<file path="src/sv/spw_pkg.sv">
// ----------------------------------------------------------------------------
// spw_pkg: shared types, constants and tables
// fixed-point formats, register codes and lookup tables for the wheel speed
// perceptron
// ----------------------------------------------------------------------------
package spw_pkg;

  localparam int DIST_BITS   = 15;
  localparam int NUM_SECTORS = 5;
  localparam int CFG_DATA_W  = 28;
  localparam int CFG_IDX_W   = 3;
  localparam int THR_W       = 12;
  localparam int ACT_W       = 8;   // q0.8 activation, 0..128
  localparam int PROD_W      = 16;  // activation times q4.4 weight
  localparam int SUM_W       = 18;  // wheel sum incl. bias, q.12
  localparam int TIDX_W      = 11;  // tanh index (|s| + 128) >> 8
  localparam int TMAG_W      = 9;   // q0.8 tanh magnitude, 0..256
  localparam int SPEED_W     = 13;
  localparam int MAXSPD_W    = 12;
  localparam int SIG_LEN     = 16;
  localparam int TANH_LEN    = 56;

  // register indexes on the configuration port
  localparam logic [CFG_IDX_W-1:0] CFG_SECTOR0   = 3'd0;
  localparam logic [CFG_IDX_W-1:0] CFG_SECTOR1   = 3'd1;
  localparam logic [CFG_IDX_W-1:0] CFG_SECTOR2   = 3'd2;
  localparam logic [CFG_IDX_W-1:0] CFG_SECTOR3   = 3'd3;
  localparam logic [CFG_IDX_W-1:0] CFG_SECTOR4   = 3'd4;
  localparam logic [CFG_IDX_W-1:0] CFG_BIAS      = 3'd5;
  localparam logic [CFG_IDX_W-1:0] CFG_MAX_SPEED = 3'd6;

  // reset values
  localparam logic [CFG_DATA_W-1:0] SECTOR_RESET [NUM_SECTORS] = '{
    28'd16843002, 28'd16843252, 28'd16843752, 28'd16843252, 28'd16843002
  };
  localparam logic [7:0]          BIAS_RESET      = 8'd8;
  localparam logic [MAXSPD_W-1:0] MAX_SPEED_RESET = 12'd600;

  localparam logic [TMAG_W-1:0] ONE_Q8 = 9'd256;

  localparam logic [7:0] TANH_TAB [TANH_LEN] = '{
    8'd0,   8'd16,  8'd32,  8'd47,  8'd63,  8'd77,  8'd92,  8'd105,
    8'd118, 8'd131, 8'd142, 8'd153, 8'd163, 8'd172, 8'd180, 8'd188,
    8'd195, 8'd201, 8'd207, 8'd212, 8'd217, 8'd221, 8'd225, 8'd229,
    8'd232, 8'd234, 8'd237, 8'd239, 8'd241, 8'd243, 8'd244, 8'd246,
    8'd247, 8'd248, 8'd249, 8'd250, 8'd250, 8'd251, 8'd252, 8'd252,
    8'd253, 8'd253, 8'd253, 8'd254, 8'd254, 8'd254, 8'd254, 8'd255,
    8'd255, 8'd255, 8'd255, 8'd255, 8'd255, 8'd255, 8'd255, 8'd255
  };

  // one sector register split into its fields
  typedef struct packed {
    logic [7:0]       w_left;
    logic [7:0]       w_right;
    logic [THR_W-1:0] thr;
  } sector_cfg_t;

  // products of one lane for both wheels
  typedef struct packed {
    logic [PROD_W-1:0] p_right;
    logic [PROD_W-1:0] p_left;
  } lane_prod_t;

  // signed tanh result for one wheel
  typedef struct packed {
    logic              neg;
    logic [TMAG_W-1:0] mag;
  } tanh_t;

  // 1/(1+e^d) in q0.8 for d = 0..15
  function automatic logic [ACT_W-1:0] sig_lookup(input logic [3:0] d);
    logic [ACT_W-1:0] a;
    unique case (d)
      4'd0:    a = 8'd128;
      4'd1:    a = 8'd69;
      4'd2:    a = 8'd31;
      4'd3:    a = 8'd12;
      4'd4:    a = 8'd5;
      4'd5:    a = 8'd2;
      4'd6:    a = 8'd1;
      default: a = 8'd0;
    endcase
    return a;
  endfunction

  // tanh magnitude, saturating to one past the table
  function automatic logic [TMAG_W-1:0] tanh_lookup(input logic [TIDX_W-1:0] k);
    logic [TMAG_W-1:0] t;
    if (k >= TIDX_W'(TANH_LEN)) begin
      t = ONE_Q8;
    end else begin
      t = {1'b0, TANH_TAB[k[5:0]]};
    end
    return t;
  endfunction

endpackage

</file>
<file path="src/sv/spw_in_if.sv">
// ----------------------------------------------------------------------------
// spw_in_if: distance channel
// valid/ready channel carrying the five sector distances
// ----------------------------------------------------------------------------
interface spw_in_if;
  logic                          valid;
  logic                          ready;
  logic [spw_pkg::DIST_BITS-1:0] dist_0;
  logic [spw_pkg::DIST_BITS-1:0] dist_1;
  logic [spw_pkg::DIST_BITS-1:0] dist_2;
  logic [spw_pkg::DIST_BITS-1:0] dist_3;
  logic [spw_pkg::DIST_BITS-1:0] dist_4;

  modport source (output valid, dist_0, dist_1, dist_2, dist_3, dist_4, input ready);
  modport sink   (input valid, dist_0, dist_1, dist_2, dist_3, dist_4, output ready);
endinterface

</file>
<file path="src/sv/spw_out_if.sv">
// ----------------------------------------------------------------------------
// spw_out_if: wheel speed channel
// valid/ready channel carrying the right and left wheel speeds
// ----------------------------------------------------------------------------
interface spw_out_if;
  logic                               valid;
  logic                               ready;
  logic signed [spw_pkg::SPEED_W-1:0] right_speed;
  logic signed [spw_pkg::SPEED_W-1:0] left_speed;

  modport source (output valid, right_speed, left_speed, input ready);
  modport sink   (input valid, right_speed, left_speed, output ready);
endinterface

</file>
<file path="src/sv/spw_lane.sv">
// ----------------------------------------------------------------------------
// spw_lane: one sector lane
// thresholded sigmoid activation times the two wheel weights, registered
// ----------------------------------------------------------------------------
module spw_lane (
  input  logic                          clk,
  input  logic                          en,
  input  logic [spw_pkg::DIST_BITS-1:0] sect_dist,
  input  spw_pkg::sector_cfg_t          scfg,
  output spw_pkg::lane_prod_t           prod
);

  logic [spw_pkg::ACT_W-1:0]    act;
  logic signed [spw_pkg::ACT_W:0] act_s;
  logic signed [16:0]           pr_full;
  logic signed [16:0]           pl_full;
  spw_pkg::lane_prod_t          prod_r;
  spw_pkg::lane_prod_t          prod_nxt;

  always_comb begin
    // beyond the threshold or beyond the table: no activation
    if ((sect_dist > spw_pkg::DIST_BITS'(scfg.thr)) ||
        (sect_dist >= spw_pkg::DIST_BITS'(spw_pkg::SIG_LEN))) begin
      act = '0;
    end else begin
      act = spw_pkg::sig_lookup(sect_dist[3:0]);
    end
    act_s   = signed'({1'b0, act});
    pr_full = act_s * signed'(scfg.w_right);
    pl_full = act_s * signed'(scfg.w_left);
    prod_nxt.p_right = pr_full[spw_pkg::PROD_W-1:0];
    prod_nxt.p_left  = pl_full[spw_pkg::PROD_W-1:0];
  end

  always_ff @(posedge clk) begin
    if (en) begin
      prod_r <= prod_nxt;
    end
  end

  assign prod = prod_r;

endmodule

</file>
<file path="src/sv/spw_merge.sv">
// ----------------------------------------------------------------------------
// spw_merge: lane merge and tanh
// sums the lane products with the bias per wheel and looks up tanh
// ----------------------------------------------------------------------------
module spw_merge (
  input  logic                clk,
  input  logic                en,
  input  spw_pkg::lane_prod_t prod [spw_pkg::NUM_SECTORS],
  input  logic [7:0]          bias,
  output spw_pkg::tanh_t      th_right,
  output spw_pkg::tanh_t      th_left
);

  logic [spw_pkg::SUM_W-1:0] sum_r;
  logic [spw_pkg::SUM_W-1:0] sum_l;
  spw_pkg::tanh_t            th_right_r;
  spw_pkg::tanh_t            th_left_r;
  spw_pkg::tanh_t            th_right_nxt;
  spw_pkg::tanh_t            th_left_nxt;

  function automatic spw_pkg::tanh_t to_tanh(input logic [spw_pkg::SUM_W-1:0] s);
    spw_pkg::tanh_t              res;
    logic [spw_pkg::SUM_W-1:0]   mag;
    logic [spw_pkg::SUM_W:0]     rnd;
    res.neg = s[spw_pkg::SUM_W-1];
    mag     = res.neg ? (~s + 1'b1) : s;
    // round |s| to the nearest 1/16
    rnd     = {1'b0, mag} + (spw_pkg::SUM_W+1)'(128);
    res.mag = spw_pkg::tanh_lookup(rnd[spw_pkg::SUM_W:8]);
    return res;
  endfunction

  always_comb begin
    sum_r = {{2{bias[7]}}, bias, 8'b0};
    sum_l = sum_r;
    for (int i = 0; i < spw_pkg::NUM_SECTORS; i++) begin
      sum_r = sum_r + {{2{prod[i].p_right[spw_pkg::PROD_W-1]}}, prod[i].p_right};
      sum_l = sum_l + {{2{prod[i].p_left[spw_pkg::PROD_W-1]}}, prod[i].p_left};
    end
    th_right_nxt = to_tanh(sum_r);
    th_left_nxt  = to_tanh(sum_l);
  end

  always_ff @(posedge clk) begin
    if (en) begin
      th_right_r <= th_right_nxt;
      th_left_r  <= th_left_nxt;
    end
  end

  assign th_right = th_right_r;
  assign th_left  = th_left_r;

endmodule

</file>
<file path="src/sv/spw_scale.sv">
// ----------------------------------------------------------------------------
// spw_scale: speed scaling
// tanh times max speed, truncated toward zero, into the output register
// ----------------------------------------------------------------------------
module spw_scale (
  input  logic                                clk,
  input  logic                                en,
  input  spw_pkg::tanh_t                      th,
  input  logic [spw_pkg::MAXSPD_W-1:0]        max_speed,
  output logic signed [spw_pkg::SPEED_W-1:0]  speed
);

  logic [spw_pkg::TMAG_W+spw_pkg::MAXSPD_W-1:0] prod;
  logic [spw_pkg::MAXSPD_W-1:0]                 mag;
  logic signed [spw_pkg::SPEED_W-1:0]           speed_r;
  logic signed [spw_pkg::SPEED_W-1:0]           speed_nxt;

  always_comb begin
    prod = th.mag * max_speed;
    // magnitude never exceeds max speed
    mag  = prod[spw_pkg::MAXSPD_W+7:8];
    speed_nxt = th.neg ? -signed'({1'b0, mag}) : signed'({1'b0, mag});
  end

  always_ff @(posedge clk) begin
    if (en) begin
      speed_r <= speed_nxt;
    end
  end

  assign speed = speed_r;

endmodule

</file>
<file path="src/sv/sector_perceptron_wheel_speed_top.sv">
// ----------------------------------------------------------------------------
// sector_perceptron_wheel_speed_top: laser sector perceptron to wheel speeds
// five sector lanes, a merge stage with tanh and two speed scalers
// ----------------------------------------------------------------------------
// usage:
//   in_ch carries one word per scan: the closest distance in mm for five
//   36-degree sectors, dist_0 rightmost to dist_4 leftmost
//   out_ch returns one word per input word: right_speed and left_speed in
//   mm/s, tanh of the weighted sector sum scaled by max_speed
//   cfg_we/cfg_index/cfg_wdata write the five sector words, bias and
//   max_speed; write only while no word is in flight
// timing:
//   latency is 3 cycles from accept to out_ch.valid (lane products, merge
//   and tanh, scale multiply), one register per stage
//   throughput is one word per cycle; the three stages advance together
// stall:
//   when out_ch holds a word that is not taken the whole pipe freezes and
//   in_ch.ready drops; words in flight are held, nothing is lost
// reset:
//   synchronous, active low; clears the pipe valid bits and loads the
//   default thresholds, unit weights, bias 0.5 and max speed 600
// ----------------------------------------------------------------------------
module sector_perceptron_wheel_speed_top (
  input  logic                            clk,
  input  logic                            rst_n,
  spw_in_if.sink                          in_ch,
  spw_out_if.source                       out_ch,
  input  logic                            cfg_we,
  input  logic [spw_pkg::CFG_IDX_W-1:0]   cfg_index,
  input  logic [spw_pkg::CFG_DATA_W-1:0]  cfg_wdata
);

  // configuration registers
  logic [spw_pkg::CFG_DATA_W-1:0] sector_word_r [spw_pkg::NUM_SECTORS];
  logic [7:0]                     bias_r;
  logic [spw_pkg::MAXSPD_W-1:0]   max_speed_r;

  // pipe valid bits: lane stage, merge stage, output register
  logic v1_r, v2_r, v3_r;
  logic en;

  logic [spw_pkg::DIST_BITS-1:0] lane_dist [spw_pkg::NUM_SECTORS];
  spw_pkg::lane_prod_t           prod [spw_pkg::NUM_SECTORS];
  spw_pkg::tanh_t                th_right;
  spw_pkg::tanh_t                th_left;

  // register writes, indexes past the list are dropped
  always_ff @(posedge clk) begin
    if (!rst_n) begin
      for (int i = 0; i < spw_pkg::NUM_SECTORS; i++) begin
        sector_word_r[i] <= spw_pkg::SECTOR_RESET[i];
      end
      bias_r      <= spw_pkg::BIAS_RESET;
      max_speed_r <= spw_pkg::MAX_SPEED_RESET;
    end else if (cfg_we) begin
      unique case (cfg_index)
        spw_pkg::CFG_SECTOR0:   sector_word_r[0] <= cfg_wdata;
        spw_pkg::CFG_SECTOR1:   sector_word_r[1] <= cfg_wdata;
        spw_pkg::CFG_SECTOR2:   sector_word_r[2] <= cfg_wdata;
        spw_pkg::CFG_SECTOR3:   sector_word_r[3] <= cfg_wdata;
        spw_pkg::CFG_SECTOR4:   sector_word_r[4] <= cfg_wdata;
        spw_pkg::CFG_BIAS:      bias_r           <= cfg_wdata[7:0];
        spw_pkg::CFG_MAX_SPEED: max_speed_r      <= cfg_wdata[spw_pkg::MAXSPD_W-1:0];
        default: ;
      endcase
    end
  end

  // the pipe moves whenever the output register is empty or being drained
  assign en           = !v3_r || out_ch.ready;
  assign in_ch.ready  = en;
  assign out_ch.valid = v3_r;

  always_ff @(posedge clk) begin
    if (!rst_n) begin
      v1_r <= 1'b0;
      v2_r <= 1'b0;
      v3_r <= 1'b0;
    end else if (en) begin
      v1_r <= in_ch.valid;
      v2_r <= v1_r;
      v3_r <= v2_r;
    end
  end

  assign lane_dist[0] = in_ch.dist_0;
  assign lane_dist[1] = in_ch.dist_1;
  assign lane_dist[2] = in_ch.dist_2;
  assign lane_dist[3] = in_ch.dist_3;
  assign lane_dist[4] = in_ch.dist_4;

  // one lane per sector
  for (genvar g = 0; g < spw_pkg::NUM_SECTORS; g++) begin : g_lane
    spw_lane u_lane (
      .clk       (clk),
      .en        (en),
      .sect_dist (lane_dist[g]),
      .scfg      (spw_pkg::sector_cfg_t'(sector_word_r[g])),
      .prod      (prod[g])
    );
  end

  // merge the lanes, add bias, tanh per wheel
  spw_merge u_merge (
    .clk      (clk),
    .en       (en),
    .prod     (prod),
    .bias     (bias_r),
    .th_right (th_right),
    .th_left  (th_left)
  );

  // scale into the output register
  spw_scale u_scale_right (
    .clk       (clk),
    .en        (en),
    .th        (th_right),
    .max_speed (max_speed_r),
    .speed     (out_ch.right_speed)
  );

  spw_scale u_scale_left (
    .clk       (clk),
    .en        (en),
    .th        (th_left),
    .max_speed (max_speed_r),
    .speed     (out_ch.left_speed)
  );

  // an accepted word enters the lane stage
  a_accept_enters: assert property (@(posedge clk) disable iff (!rst_n)
    in_ch.valid && in_ch.ready |=> v1_r)
    else $error("accepted word did not enter the lane stage");

  // a stalled pipe keeps every word in flight
  a_stall_holds: assert property (@(posedge clk) disable iff (!rst_n)
    !en |=> $stable({v1_r, v2_r, v3_r}))
    else $error("pipe moved while stalled");

  // a drained output with nothing behind it goes empty
  a_drain_empty: assert property (@(posedge clk) disable iff (!rst_n)
    v3_r && out_ch.ready && !v2_r |=> !out_ch.valid)
    else $error("output word repeated");

endmodule
</file>
<file path="src/flat_wrapper.sv">
// flat-port wrapper written by rule: the top's interface ports become plain ports
module sector_perceptron_wheel_speed_top_flat 
  (clk, rst_n, cfg_we, cfg_index, cfg_wdata, in_ch_valid, in_ch_dist_0, in_ch_dist_1, in_ch_dist_2, in_ch_dist_3, in_ch_dist_4, in_ch_ready, out_ch_valid, out_ch_right_speed, out_ch_left_speed, out_ch_ready);
  spw_in_if in_ch_i ();
  spw_out_if out_ch_i ();
  input  logic clk;
  input  logic rst_n;
  input  logic cfg_we;
  input  logic [spw_pkg::CFG_IDX_W-1:0] cfg_index;
  input  logic [spw_pkg::CFG_DATA_W-1:0] cfg_wdata;
  input wire logic [$bits(in_ch_i.valid)-1:0] in_ch_valid;
  input wire logic [$bits(in_ch_i.dist_0)-1:0] in_ch_dist_0;
  input wire logic [$bits(in_ch_i.dist_1)-1:0] in_ch_dist_1;
  input wire logic [$bits(in_ch_i.dist_2)-1:0] in_ch_dist_2;
  input wire logic [$bits(in_ch_i.dist_3)-1:0] in_ch_dist_3;
  input wire logic [$bits(in_ch_i.dist_4)-1:0] in_ch_dist_4;
  output wire logic [$bits(in_ch_i.ready)-1:0] in_ch_ready;
  output wire logic [$bits(out_ch_i.valid)-1:0] out_ch_valid;
  output wire logic [$bits(out_ch_i.right_speed)-1:0] out_ch_right_speed;
  output wire logic [$bits(out_ch_i.left_speed)-1:0] out_ch_left_speed;
  input wire logic [$bits(out_ch_i.ready)-1:0] out_ch_ready;
  assign in_ch_i.valid = in_ch_valid;
  assign in_ch_i.dist_0 = in_ch_dist_0;
  assign in_ch_i.dist_1 = in_ch_dist_1;
  assign in_ch_i.dist_2 = in_ch_dist_2;
  assign in_ch_i.dist_3 = in_ch_dist_3;
  assign in_ch_i.dist_4 = in_ch_dist_4;
  assign in_ch_ready = in_ch_i.ready;
  assign out_ch_valid = out_ch_i.valid;
  assign out_ch_right_speed = out_ch_i.right_speed;
  assign out_ch_left_speed = out_ch_i.left_speed;
  assign out_ch_i.ready = out_ch_ready;
  sector_perceptron_wheel_speed_top u_core (.clk(clk), .rst_n(rst_n), .in_ch(in_ch_i), .out_ch(out_ch_i), .cfg_we(cfg_we), .cfg_index(cfg_index), .cfg_wdata(cfg_wdata));
endmodule
</file>
<file path="config.mk">
export PLATFORM = sky130hd
export DESIGN_NAME = sector_perceptron_wheel_speed_top_flat
export DESIGN_NICKNAME = d
export VERILOG_FILES = /design/src/sv/spw_pkg.sv /design/src/sv/spw_in_if.sv /design/src/sv/spw_out_if.sv /design/src/sv/spw_lane.sv /design/src/sv/spw_merge.sv /design/src/sv/spw_scale.sv /design/src/sv/sector_perceptron_wheel_speed_top.sv /design/src/flat_wrapper.sv
export SDC_FILE = /design/constraint.sdc
export NUM_CORES = 2
export LEC_CHECK = 0
export BUFFER_PORTS_ARGS = -buffer_cell sky130_fd_sc_hd__buf_2
export CORE_MARGIN = 1.5
export CORE_UTILIZATION = 25
export DETAILED_ROUTE_END_ITERATION = 12
export PLACE_DENSITY = 0.38
export SLEW_MARGIN = 25
export SYNTH_ARGS = -nofsm -noshare
export SYNTH_HDL_FRONTEND = slang
export SYNTH_HIERARCHICAL = 1
export SYNTH_SLANG_ARGS = --single-unit
</file>
<file path="constraint.sdc">
create_clock -name clk -period 18.9 [get_ports clk]
set_clock_uncertainty 0.1 [all_clocks]
set_input_delay 0.945 -clock clk [delete_from_list [all_inputs] [get_ports clk]]
set_output_delay 0.945 -clock clk [all_outputs]
set_load 0.02 [all_outputs]
</file>
==> impl_table.tex <==
\begin{tabular}{lr}
\hline
Metric & Value \\
\hline
\multicolumn{2}{l}{\textbf{Clock tree}} \\
Count of H-tree levels built during CTS & 2 \\
Maximum clock insertion buffer count & 3 \\
Number of hold buffers added after cts & 0 \\
TritonCTS clock tree & built \\
Post-cts gate resize count & 0 \\
Root buf cell & sky130\_fd\_sc\_hd\_\_clkbuf\_16 \\
Number of sinks driven by the clock tree & 369 \\
Count of buffers added by post-CTS timing repair for setup & 0 \\
Clock buffer count from CTS & between 50 and 60 \\
Clock insertion delay at the later pin of the skew report & slightly below 0.7 ns \\
CTS clk-pin slew, worst paths & $\sim$0.070 ns \\
\multicolumn{2}{l}{\textbf{Synth}} \\
Post-synthesis instance total & between 5,000 and 6,000 \\
Number of enable-type register cells in the synthesized netlist & between 300 and 400 \\
Primary flip-flop cell chosen by synthesis mapping & sky130\_fd\_sc\_hd\_\_edfxtp\_1 \\
Sequential share of the synthesized area & between 20\% and 30\% \\
Cell Area, Synth & 49,370 um\^{}2 \\
Number of different library cells in the post-synthesis netlist & $\sim$120 \\
Synthesis-stage register bit count & approximately 370 \\
Synthesized area divided by synthesized cell count & between 9 and 10 um\^{}2 \\
Syn. warnings & 6 \\
Nets in the synthesized netlist & around 6,400 \\
Async set-reset flop share out of synthesis & 0\% \\
\multicolumn{2}{l}{\textbf{Drt}} \\
Top metal layer carrying routed signals & met4 \\
M1 wire length & between 70,000 and 80,000 um \\
Routed length per placed instance & 19.37 um \\
Sum of met3 wire segment lengths after detailed routing & 4192 um \\
Starting DRT DRC Count & 1,664 \\
Met2 WL & around 73,000 um \\
Routed wire length & approximately 150,000 um \\
Number of vias per cell after detailed routing & around 4.5 \\
Drt drc & 0 \\
First-pass iteration count of the detailed router & 7 \\
Remaining antenna violation count after routing & 0 \\
Overall via count from detail\_route & around 35,000 \\
\multicolumn{2}{l}{\textbf{Setup path}} \\
Critical path required time & about 19 ns \\
Startpoint class of the critical path & primary input \\
Endpoint kind of the worst setup timing path & flip-flop \\
Path type of the worst setup path & in2reg \\
Worst path arrival time & 8.30 ns \\
Launch point of the worst path & in\_ch\_dist\_1[1] \\
Maximum fanout encountered on the critical timing path & 27 \\
RR Startpoint & u\_core/sector\_word\_r[0][29] \\
\multicolumn{2}{l}{\textbf{Place}} \\
Number of buffer cells added on primary ports & 138 \\
Standard cell area after detailed placement & 53,200 um\^{}2 \\
Final weighted congestion in routability-driven placement & 0.8143 \\
Post-DP HPWL & 123,200 um \\
\multicolumn{2}{l}{\textbf{Timing}} \\
Highest clock frequency the design can meet & approximately 120 MHz \\
Setup violators final & 0 \\
Headroom to the max-slew limit & between 30 and 40\% \\
Fin. Hold Viols & 0 \\
Worst Max-Slew Pin Slew & $\sim$1 ns \\
Minimum clock period after layout & about 8 ns \\
Fraction of the cycle the final worst path needs & between 40\% and 50\% \\
Final-layout setup total negative slack & 0 ns \\
Unrepaired setup endpoints after global routing & false \\
Slew Viols, Final & 0 \\
\multicolumn{2}{l}{\textbf{Cells and area}} \\
Area growth from synthesis to layout & 11.42\% \\
Net total in the final layout & 6,510 \\
Final Cell Area & approximately 55,000 um\^{}2 \\
Number of filler cells placed in the layout & just over 20,000 \\
Share of post-route cells with drive strength above 1 & about a tenth \\
\multicolumn{2}{l}{\textbf{Power}} \\
Net switching fraction of the power & a little over half \\
Worst VDD drop & $\sim$0.00025 V \\
Switching power & around 0.0044 W \\
Leak & around 26 nW \\
Clock network fraction of design power & about 12\% \\
Internal power & 0.004047 W \\
Power density cells & roughly 150 nW/um\^{}2 \\
Portion of total power attributed to combinational logic & around three quarters \\
Sequential cell fraction of total power & approximately 14\% \\
Total chip power & between 0.008 and 0.009 W \\
\multicolumn{2}{l}{\textbf{Flow run}} \\
Max\_cap viols & 0 \\
\multicolumn{2}{l}{\textbf{Hold path}} \\
Worst hold path class & reg2reg \\
Critical hold path startpoint & u\_core/v2\_r \\
\multicolumn{2}{l}{\textbf{Floorplanning}} \\
Die W & roughly 450 um \\
Total I/O pin count & $\sim$140 \\
Floorplan die area & about 200,000 um\^{}2 \\
Core area & 195,600 um\^{}2 \\
Vert. Die Dim & around 450 um \\
Initial Utilization & about a quarter \\
Count of standard-cell rows & between 150 and 200 \\
\multicolumn{2}{l}{\textbf{GRT}} \\
Largest net degree at the start of global routing & approximately 130 \\
Initial antenna violation count & 24 \\
Residual overflow from global routing & 0 \\
Number of global-route vias before repair & 36,603 \\
Global router's overall resource usage & 15.35\% \\
First-pass GRT wire length & $\sim$230,000 um \\
\multicolumn{2}{l}{\textbf{Outcome}} \\
Status & finished clean \\
\hline
\end{tabular}
-- worst max-delay path, cell delays in order --
cell and delay, ns:
sky130_fd_sc_hd__buf_2 0.14, sky130_fd_sc_hd__ha_1 0.30, sky130_fd_sc_hd__nor2b_1 0.13, sky130_fd_sc_hd__o21ai_0 0.76, sky130_fd_sc_hd__a21oi_1 0.17, sky130_fd_sc_hd__o21a_1 0.30, sky130_fd_sc_hd__buf_4 0.27, sky130_fd_sc_hd__nor4_2 0.86
sky130_fd_sc_hd__buf_4 0.29, sky130_fd_sc_hd__and2_1 0.16, sky130_fd_sc_hd__fa_1 0.44, sky130_fd_sc_hd__fa_1 0.53, sky130_fd_sc_hd__fa_1 0.55, sky130_fd_sc_hd__inv_1 0.06, sky130_fd_sc_hd__fa_1 0.53, sky130_fd_sc_hd__inv_1 0.04
sky130_fd_sc_hd__ha_1 0.35, sky130_fd_sc_hd__nand3_1 0.11, sky130_fd_sc_hd__o211ai_1 0.13, sky130_fd_sc_hd__o41ai_1 0.71, sky130_fd_sc_hd__o21ai_0 0.23, sky130_fd_sc_hd__a21oi_1 0.21, sky130_fd_sc_hd__xnor2_1 0.08
-- sequential cells by signal, summed over array words and instances (netlist names) --
name and cells:
u_core/g_lane.u_lane/prod 160, u_core/sector_word_r 140, u_core/u_scale_left/speed 13, u_core/u_scale_right/speed 13, u_core/max_speed_r 12, u_core/u_merge/th_left 10, u_core/u_merge/th_right 10, u_core/bias_r 8
u_core/out_ch.valid 1, u_core/v1_r 1, u_core/v2_r 1
-- cells in the mapped netlist (33+ instances only) --
library cell	count	share of area, %
sky130_fd_sc_hd__edfxtp_1	346	21
sky130_fd_sc_hd__nor3_2	112	2.3
sky130_fd_sc_hd__nor2_1	192	1.5
sky130_fd_sc_hd__nor4_1	112	1.4
sky130_fd_sc_hd__nor3_1	63	0.64
sky130_fd_sc_hd__nor2b_1	33	0.42
sky130_fd_sc_hd__ha_1	644	16
sky130_fd_sc_hd__xnor2_1	176	3.1
sky130_fd_sc_hd__clkbuf_1	84	0.64
sky130_fd_sc_hd__nand3_1	94	0.95
sky130_fd_sc_hd__fa_1	552	22
sky130_fd_sc_hd__o21ai_0	99	1.0
sky130_fd_sc_hd__a21oi_1	152	1.5
sky130_fd_sc_hd__xor2_1	41	0.73
sky130_fd_sc_hd__and2_1	305	3.9
sky130_fd_sc_hd__inv_1	1160	8.8
sky130_fd_sc_hd__nand2_1	311	2.4
sky130_fd_sc_hd__nand2b_1	43	0.54
-- per-layer routing --
layer | up-vias | global-route usage, %
li1 | 16944 | -
met1 | 17675 | 20.97
met2 | 530 | 26.23
met3 | 138 | 1.271
met4 | 0 | 3.472
met5 | - | 0
-- placed cells by master, fill, tap and decap left out, types with 9 or more instances in the layout --
cell type                   count
sky130_fd_sc_hd__a21o_1        31
sky130_fd_sc_hd__a221oi_1      11
sky130_fd_sc_hd__nand3_1       94
sky130_fd_sc_hd__xor2_1        41
sky130_fd_sc_hd__o41ai_1       10
sky130_fd_sc_hd__a211oi_1      23
sky130_fd_sc_hd__buf_2        138
sky130_fd_sc_hd__ha_1         644
sky130_fd_sc_hd__buf_4         55
sky130_fd_sc_hd__nor2b_1       33
sky130_fd_sc_hd__and3_1        20
sky130_fd_sc_hd__nor3_2       112
sky130_fd_sc_hd__nand2_1      311
sky130_fd_sc_hd__mux2i_1       15
sky130_fd_sc_hd__clkbuf_16     53
sky130_fd_sc_hd__nand4_1       21
sky130_fd_sc_hd__o211ai_1      25
sky130_fd_sc_hd__edfxtp_1     346
sky130_fd_sc_hd__nor3_1        63
sky130_fd_sc_hd__and2_1       305
sky130_fd_sc_hd__o21ai_0       95
sky130_fd_sc_hd__or3_1          9
sky130_fd_sc_hd__inv_1       1160
sky130_fd_sc_hd__o21ai_1       13
sky130_fd_sc_hd__clkbuf_1       9
sky130_fd_sc_hd__o21a_1        20
sky130_fd_sc_hd__a21oi_1      152
sky130_fd_sc_hd__dfxtp_1       23
sky130_fd_sc_hd__a211o_1       11
sky130_fd_sc_hd__fa_1         552
sky130_fd_sc_hd__o21bai_1      19
sky130_fd_sc_hd__o31ai_1       10
sky130_fd_sc_hd__nor4_2        16
sky130_fd_sc_hd__nand3b_1      10
sky130_fd_sc_hd__nor2_1       192
sky130_fd_sc_hd__xnor2_1      175
sky130_fd_sc_hd__nand2b_1      42
sky130_fd_sc_hd__a31oi_1       23
sky130_fd_sc_hd__nor4_1       112
-- worst paths after layout --
path | endpoint | slack [ns] | cells past startpoint
max | u_core/g_lane[1].u_lane/prod[15] | 10.90 | 23
min | u_core/out_ch.valid | 0.37 | 2
max reg2reg | u_core/g_lane[1].u_lane/prod[15] | 10.91 | 23
min reg2reg | u_core/out_ch.valid | 0.37 | 2
-- per-stage QoR --
step | instances | hold slack, ns | utilization [%] | setup WS, ns
6_report | 7878 | 0.3676 | 28.12 | 10.90
5_1_grt | 7871 | 0.4016 | 28.11 | 10.50
3_3_place_gp | 7772 | 0.3580 | 27.19 | 10.38
3_5_place_dp | 7773 | 0.3614 | 27.20 | 10.30
4_1_cts | 7870 | 0.3677 | 28.10 | 10.94
2_1_floorplan | 5088 | 0.3345 | - | 11.75
-- cells by family after synthesis --
family                   Yosys count  synth area share [%]
AND/OR/NAND/NOR                 1407                 16.37
AO/OA/AOI/OAI                    574                 8.189
multiplexers                      20                0.4866
adder cells (fa/ha/maj)         1196                 38.70
buffers and inverters           1297                 10.15
flip-flops                       369                 21.98
XOR/XNOR                         225                 4.126
-- area by class of cell --
| class | count | area [um^2] | share of cell area, % |
|---|---|---|---|
| Clock inverter | 32 | 354.1 | 0.6437 |
| Tap cell | 2624 | 3283 | 5.969 |
| Clock buffer | 65 | 1401 | 2.548 |
| Inverter | 1163 | 4365 | 7.936 |
| Antenna cell | 8 | 20.02 | 0.03639 |
| Multi-Input combinational cell | 3422 | 33600 | 61.08 |
| Sequential cell | 369 | 10850 | 19.73 |
| Timing Repair Buffer | 195 | 1135 | 2.063 |
-- power groups by stage --
| stage | combinational [W] | clock, W | sequential (W) |
|---|---|---|---|
| 2_1_floorplan | 0.00484 | 0 | 0.00117 |
| 3_3_place_gp | 0.00622 | 0 | 0.00121 |
| 3_5_place_dp | 0.00622 | 0 | 0.00121 |
| 4_1_cts | 0.00625 | 0.00108 | 0.00119 |
| 5_1_grt | 0.00701 | 0.00111 | 0.00120 |
| 6_report | 0.00622 | 0.00104 | 0.00119 |
Note: power is estimated with default switching activity, not from simulation.
